File: config.mk
export PLATFORM = sky130hd
export DESIGN_NAME = bua_cell
export DESIGN_NICKNAME = d
export VERILOG_FILES = /design/src/rtl/bua_pkg.sv /design/src/rtl/bua_cell.sv
export SDC_FILE = /design/constraint.sdc
export NUM_CORES = 1
export LEC_CHECK = 0
export BUFFER_PORTS_ARGS = -buffer_cell sky130_fd_sc_hd__buf_2
export CORE_AREA = 4 4 168 170
export CTS_CLUSTER_DIAMETER = 150
export CTS_CLUSTER_SIZE = 20
export DETAILED_ROUTE_END_ITERATION = 7
export DIE_AREA = 0 0 172 174
export MAX_ROUTING_LAYER = met4
export PLACE_DENSITY_LB_ADDON = 0.3
export SLEW_MARGIN = 20
export SYNTH_ARGS = -nofsm -noshare
export SYNTH_HDL_FRONTEND = slang
export SYNTH_SLANG_ARGS = --single-unit
File: constraint.sdc
create_clock -name clk -period 8.6 [get_ports clk]
set_clock_uncertainty 0.05 [all_clocks]
set_input_delay 0.86 -clock clk [delete_from_list [all_inputs] [get_ports clk]]
set_output_delay 0.86 -clock clk [all_outputs]
set_load 0.03 [all_outputs]
File: src/rtl/bua_pkg.sv
`timescale 1ns / 1ps
package bua_pkg;

	typedef struct packed {
		logic signed [13:0] top;
		logic        [11:0] height;
		logic signed [12:0] left;
		logic        [11:0] width;
		logic signed [16:0] life;
		logic        [15:0] ident;
	} bua_entry_t;

	// broadcast to every cell of the row
	typedef struct packed {
		logic       scan_load;
		logic       scan_shift;
		logic       wr_en;
		logic       ins_en;
		logic [7:0] ptr;
		bua_entry_t data;
	} bua_ctrl_t;

	localparam logic [2:0] OP_ADD   = 3'd0;
	localparam logic [2:0] OP_TICK  = 3'd1;
	localparam logic [2:0] OP_HIT   = 3'd2;
	localparam logic [2:0] OP_BLOCK = 3'd3;
	localparam logic [2:0] OP_CLEAR = 3'd4;

	localparam logic [1:0] ST_PLACED = 2'd0;
	localparam logic [1:0] ST_DENSE  = 2'd1;
	localparam logic [1:0] ST_NOROOM = 2'd2;
	localparam logic [1:0] ST_FULL   = 2'd3;

	localparam logic [7:0] CFG_TOP    = 8'd0;
	localparam logic [7:0] CFG_BOTTOM = 8'd1;
	localparam logic [7:0] CFG_WIDTH  = 8'd2;
	localparam logic [7:0] CFG_MARGIN = 8'd3;
	localparam logic [7:0] CFG_DENSE  = 8'd4;
	localparam logic [7:0] CFG_LIFE   = 8'd5;

	typedef enum logic [1:0] {
		S_IDLE,
		S_WALK,
		S_OUT
	} bua_state_t;

endpackage

File: src/rtl/bua_cell.sv
`timescale 1ns / 1ps
module bua_cell #(
	parameter int IDX = 0
) (
	input  logic               clk,
	input  bua_pkg::bua_ctrl_t  ctrl,
	input  bua_pkg::bua_entry_t prev_entry,
	input  bua_pkg::bua_entry_t next_scan,
	output bua_pkg::bua_entry_t entry,
	output bua_pkg::bua_entry_t scan
);
	import bua_pkg::*;

	localparam logic [7:0] MY_IDX = 8'(IDX);

	bua_entry_t entry_q;
	bua_entry_t scan_q;

	// scan copy shifts towards cell 0, the sequencer reads it there
	always_ff @(posedge clk) begin
		if (ctrl.scan_load) begin
			scan_q <= entry_q;
		end else if (ctrl.scan_shift) begin
			scan_q <= next_scan;
		end
	end

	always_ff @(posedge clk) begin
		if (ctrl.ins_en && (MY_IDX > ctrl.ptr)) begin
			entry_q <= prev_entry;
		end else if ((ctrl.ins_en || ctrl.wr_en) && (MY_IDX == ctrl.ptr)) begin
			entry_q <= ctrl.data;
		end
	end

	assign entry = entry_q;
	assign scan  = scan_q;

endmodule

; Yosys cells after proc, flatten, opt, wreduce, memory -nomap -nowiden
; Index checks and enable logic that the tools add are counted.
; Widths: inputs -> output; s select.
[totals]
register_bits = 168
wordCells = 23
[classes]
order_cmp = 1
muxes = 4
n_reduce_logical = 6
[op_table]
columns = operator, count
row1 = $mux 84, 4
row2 = $gt 1x8->1 const A, 1
row3 = $logic_not 8->1, 1
row4 = $reduce_bool 2->1, 2
row5 = $logic_and 1x1->1, 2
row6 = $logic_or 1x1->1, 1

; Depth between registers and ports, before layout
[logic_depth]
ltp_word = 4
ltp_mapped = 3

; Least setup slack after synthesis
; No wires, ideal clock.
[synth_timing]
path_type = input to register
startpoint = input port ctrl[89] in the netlist's numbering
endpoint = register entry_q (netlist bit entry[0]) (enable)
arrival_time_ns = 2.885
required_ns = 8.112
setup_slack_ns = 5.226
cell_stages = 2
path_buffers = 0
path_cell_list = nor4_1 > o211a_1
[synth_via]
elab_chain_cells = 3
word_cells_on_any_way = 5
cone_classes = order compare: 1 / reduce/logical: 4
[synth_rtl]
columns = element, line
row1 = start: declaration, bua_cell.sv:6  ; input bua_pkg::bua_ctrl_t ctrl,
row2 = $gt 1x8->1 / $logic_not 8->1 (equally long branches), "bua_cell.sv:29, bua_cell.sv:31"
row3 = $logic_and 1x1->1 (on tied branches), "bua_cell.sv:29, bua_cell.sv:31"
row4 = $reduce_bool 2->1 (no line) (*), n/a
row5 = end signal: assignment, bua_cell.sv:30  ; entry_q <= prev_entry;
row6 = end signal: assignment, bua_cell.sv:32  ; entry_q <= ctrl.data;
row7 = end: declaration, bua_cell.sv:16  ; bua_entry_t entry_q;
; Mark *: on every way between the ends. The rest lies on a longest branch, timed or not.
; A chain may end at the register's enable or synchronous reset.

; Worst setup path in the final report
[layout_timing]
startpoint = input port ctrl[89] in the netlist's numbering
endpoint = register entry_q (netlist bit entry[4]) (enable)
; The elaborated chain is that of the path after synthesis.

==> flow_summary.rst <==
.. list-table::
   :header-rows: 1

   * - Metric
     - Value
   * - Result of the run
     - completed
   * - Total leakage power
     - 3.63 nW
   * - Routed length per placed instance
     - 17.8 um
   * - Number of standard-cell rows in the floorplan
     - 60
   * - Vias
     - 3876
   * - Final Max Tran Viols
     - 0
   * - Category of cells accounting for the largest share of critical-path delay
     - buffers and inverters
   * - Required arrival time at the worst endpoint
     - 8600 ps
   * - Bufs on Longest Clock Path
     - 2
   * - TritonCTS sink count
     - 168
   * - Relative slew margins
     - 0.550
   * - Buffers on Ports
     - 348
   * - Timing-limited maximum frequency
     - 379 MHz
   * - Multi-input logic area
     - 985 sq um
   * - CORE AREA
     - 0.0267 sq mm
   * - Simple logic cell fraction of the synthesized area
     - 0.00308
   * - CTS tree
     - built
   * - Routed Antenna Nets
     - 0
   * - Worst slack after detailed placement
     - 5470 ps
   * - Leftover overflow at the end of global routing
     - 0
   * - Via count of the first global-routing pass
     - 4248
   * - Maximum cell stage delay along the critical path
     - 630 ps
   * - Mean post-synth cell area
     - 23.0 sq um
   * - Tightest Hold Check Type
     - reg -> reg
   * - Post-cts gate resize count
     - 0
   * - Synthesized area
     - 0.00610 sq mm
   * - Peak supply drop
     - 91.4 uV
   * - Crit Path Class
     - in -> reg
   * - Crit. End Element
     - flop
   * - Register Area
     - 0.00504 sq mm
   * - Wire length of the first global-routing pass
     - 25.2 mm
   * - FF-to-FF Start
     - entry[11]$_DFFE_PP_
   * - Setup repair after global routing missed its margin
     - no
   * - Post-route setup slack
     - 5960 ps
   * - Number of nets at the end of the flow
     - 892
   * - Latest clock arrival within the worst-skew pair
     - 420 ps
   * - End of the worst hold path
     - scan[48]$_DFFE_PP_
   * - Post-synthesis sequential area ratio
     - 0.827
   * - Number of antenna violations at the first check in global routing
     - 1
   * - Maximum number of pins on one net before global-route repair
     - 47
   * - Dominant cells by area after synthesis
     - edfxtp_1 83%, mux2_1 9.0%, mux2_2 6.5%
   * - Register-to-register setup slack
     - 7500 ps
   * - Count of maximum capacitance violations
     - 0
   * - Master of the slowest instance on the critical path
     - buf_4
   * - Filler cells
     - 2700
   * - Number of failing setup endpoints in the final timing report
     - 0
   * - Routed WL
     - 17.5 mm
   * - Number of cells traversed by the worst register-to-register path
     - 1
   * - Residual DRC
     - 0
   * - Crit path DAT
     - 2640 ps
   * - Synth Area in XOR/XNOR
     - 0
   * - Number of instances in the synthesized netlist
     - 265
   * - Fraction of post-synthesis cell area in the top cell type by area
     - 0.827
   * - Area after DPL
     - 0.00823 sq mm
   * - Launching element type of the critical path
     - primary input
   * - Number of failing hold endpoints at the final stage
     - 0
   * - Largest area contributor in the netlist
     - edfxtp_1
   * - Main combinational cell family by area after synthesis
     - multiplexers
   * - Number of CTS-inserted buffers
     - 17
   * - Area grow syn2layout
     - 44.1%
   * - Hold path cells
     - 1
   * - Final Cycle Share
     - 0.307
   * - Number of unique standard cell types used by synthesis
     - 9
   * - I/O pin total
     - 433
   * - Number of warnings reported in the yosys synthesis log
     - 0
   * - Die outline height
     - 174 um
   * - Origin of the worst min-delay path
     - entry[48]$_DFFE_PP_
   * - Root cell of the clock tree
     - clkbuf_16
   * - CTS clk-pin slew, worst paths
     - 70 ps
   * - Post-Synthesis Net Count
     - 530
   * - Initial Util
     - 0.228
   * - Post-synthesis adder-cell area fraction
     - 0
   * - Combined buffer and inverter count along the critical path
     - 2
   * - Power density over cell area
     - 212 mW/mm^2
   * - H-tree depth
     - 4
   * - Transition at the pin with the smallest max-transition slack
     - 675 ps
   * - Overall fraction of global-route tracks in use
     - 0.117
   * - CP max FO
     - 45
   * - Destination of the worst register-to-register timing path
     - scan[11]$_DFFE_PP_
   * - Chain of cells forming the critical path
     - buf_2, nor4_1, o211a_4, buf_4
   * - Number of flip-flops and latches in the synthesized netlist
     - 168
   * - Multiplexer share of the synthesized area
     - 0.155
   * - Chip width
     - 172 um
   * - Detailed-placement wirelength estimate
     - 13.0 mm
   * - Complex-gate fraction of the synthesized area
     - 0.00164
   * - Fraction of layout instances using a drive strength above 1
     - 0.656
   * - Routed vias/inst
     - 3.95
   * - Period minus WS final
     - 2640 ps
   * - Commonest non-fill, non-tap cell in the layout
     - buf_2
   * - Number of hold buffers added after CTS
     - 0
   * - Post-CTS setup repair buffer count
     - 0
   * - Detailed-router iteration count before antenna repair
     - 4
   * - Die footprint
     - 0.0299 sq mm
   * - Most frequent cells in the layout
     - 347 x buf_2, 168 x edfxtp_1, 49 x mux2_1
   * - Count of routing violations after the opening detailed-route iteration
     - 120
   * - Total non-filler cell area in the finished layout
     - 0.00879 sq mm
   * - Last weighted congestion value of the routability-driven placer
     - 0.705
   * - Sum Neg Setup Slack
     - 0 ps
## worst max-delay path by stage
stage / start / end / slack (ps) / cells after the start
after floorplan: ctrl[89] / entry[0]$_DFFE_PP_ / 5230 / 2
after global placement: ctrl[89] / entry[16]$_DFFE_PP_ / 5490 / 4
after CTS: ctrl[89] / entry[4]$_DFFE_PP_ / 5920 / 4
after detailed placement: ctrl[89] / entry[2]$_DFFE_PP_ / 5470 / 4
final: ctrl[89] / entry[4]$_DFFE_PP_ / 5960 / 4
after global routing: ctrl[88] / entry[5]$_DFFE_PP_ / 5780 / 4
## state kept, by name, indices dropped and copies added (netlist names)
register	cells
scan	84
entry	84
## area by class of cell
cell class / count / share of cell area
flip-flops and latches: 168 / 0.574
repair buffers: 352 / 0.202
multi-input cells: 88 / 0.112
well taps: 341 / 0.0486
clock buffers: 17 / 0.0484
clock inverters: 15 / 0.0147
diodes: 1 / 0.000285
## logic make-up after synthesis
family          after synthesis
mux                          84
flops                       168
simple gates                  3
buf+inv                       9
compound gates                1
## cells in the mapped netlist
cell type	count
mux2_1	49
o211a_1	1
buf_4	1
mux2_2	35
buf_6	5
buf_2	3
edfxtp_1	168
or2_2	1
nor4_1	2
## report_power, final
group,internal [mW],switching (mW),total [mW]
combinational,0.0668,0.111,0.178
clock,0.384,0.357,0.741
sequential,0.935,0.00694,0.942
total,1.39,0.475,1.86
## per-layer routing
layer,global-route usage,wire [um],share of wire,vias up
li1,-,-,-,1794
met1,0.132,6840,0.39,1842
met2,0.197,8770,0.50,228
met3,0.0391,1620,0.093,12
met4,0.0318,229,0.013,0
met5,-,0,0,-
## metrics by stage
stage                     cells  total power [mW]  hold WS (ps)   util
after detailed placement    949              1.14           494  0.308
final                       982              1.86           505  0.329
after global routing        982              1.95           520  0.329
after floorplan             265              1.06           727      -
after global placement      949              1.14           487  0.308
after CTS                   981              1.90           510  0.329
Power figures use the tool's default switching activity.
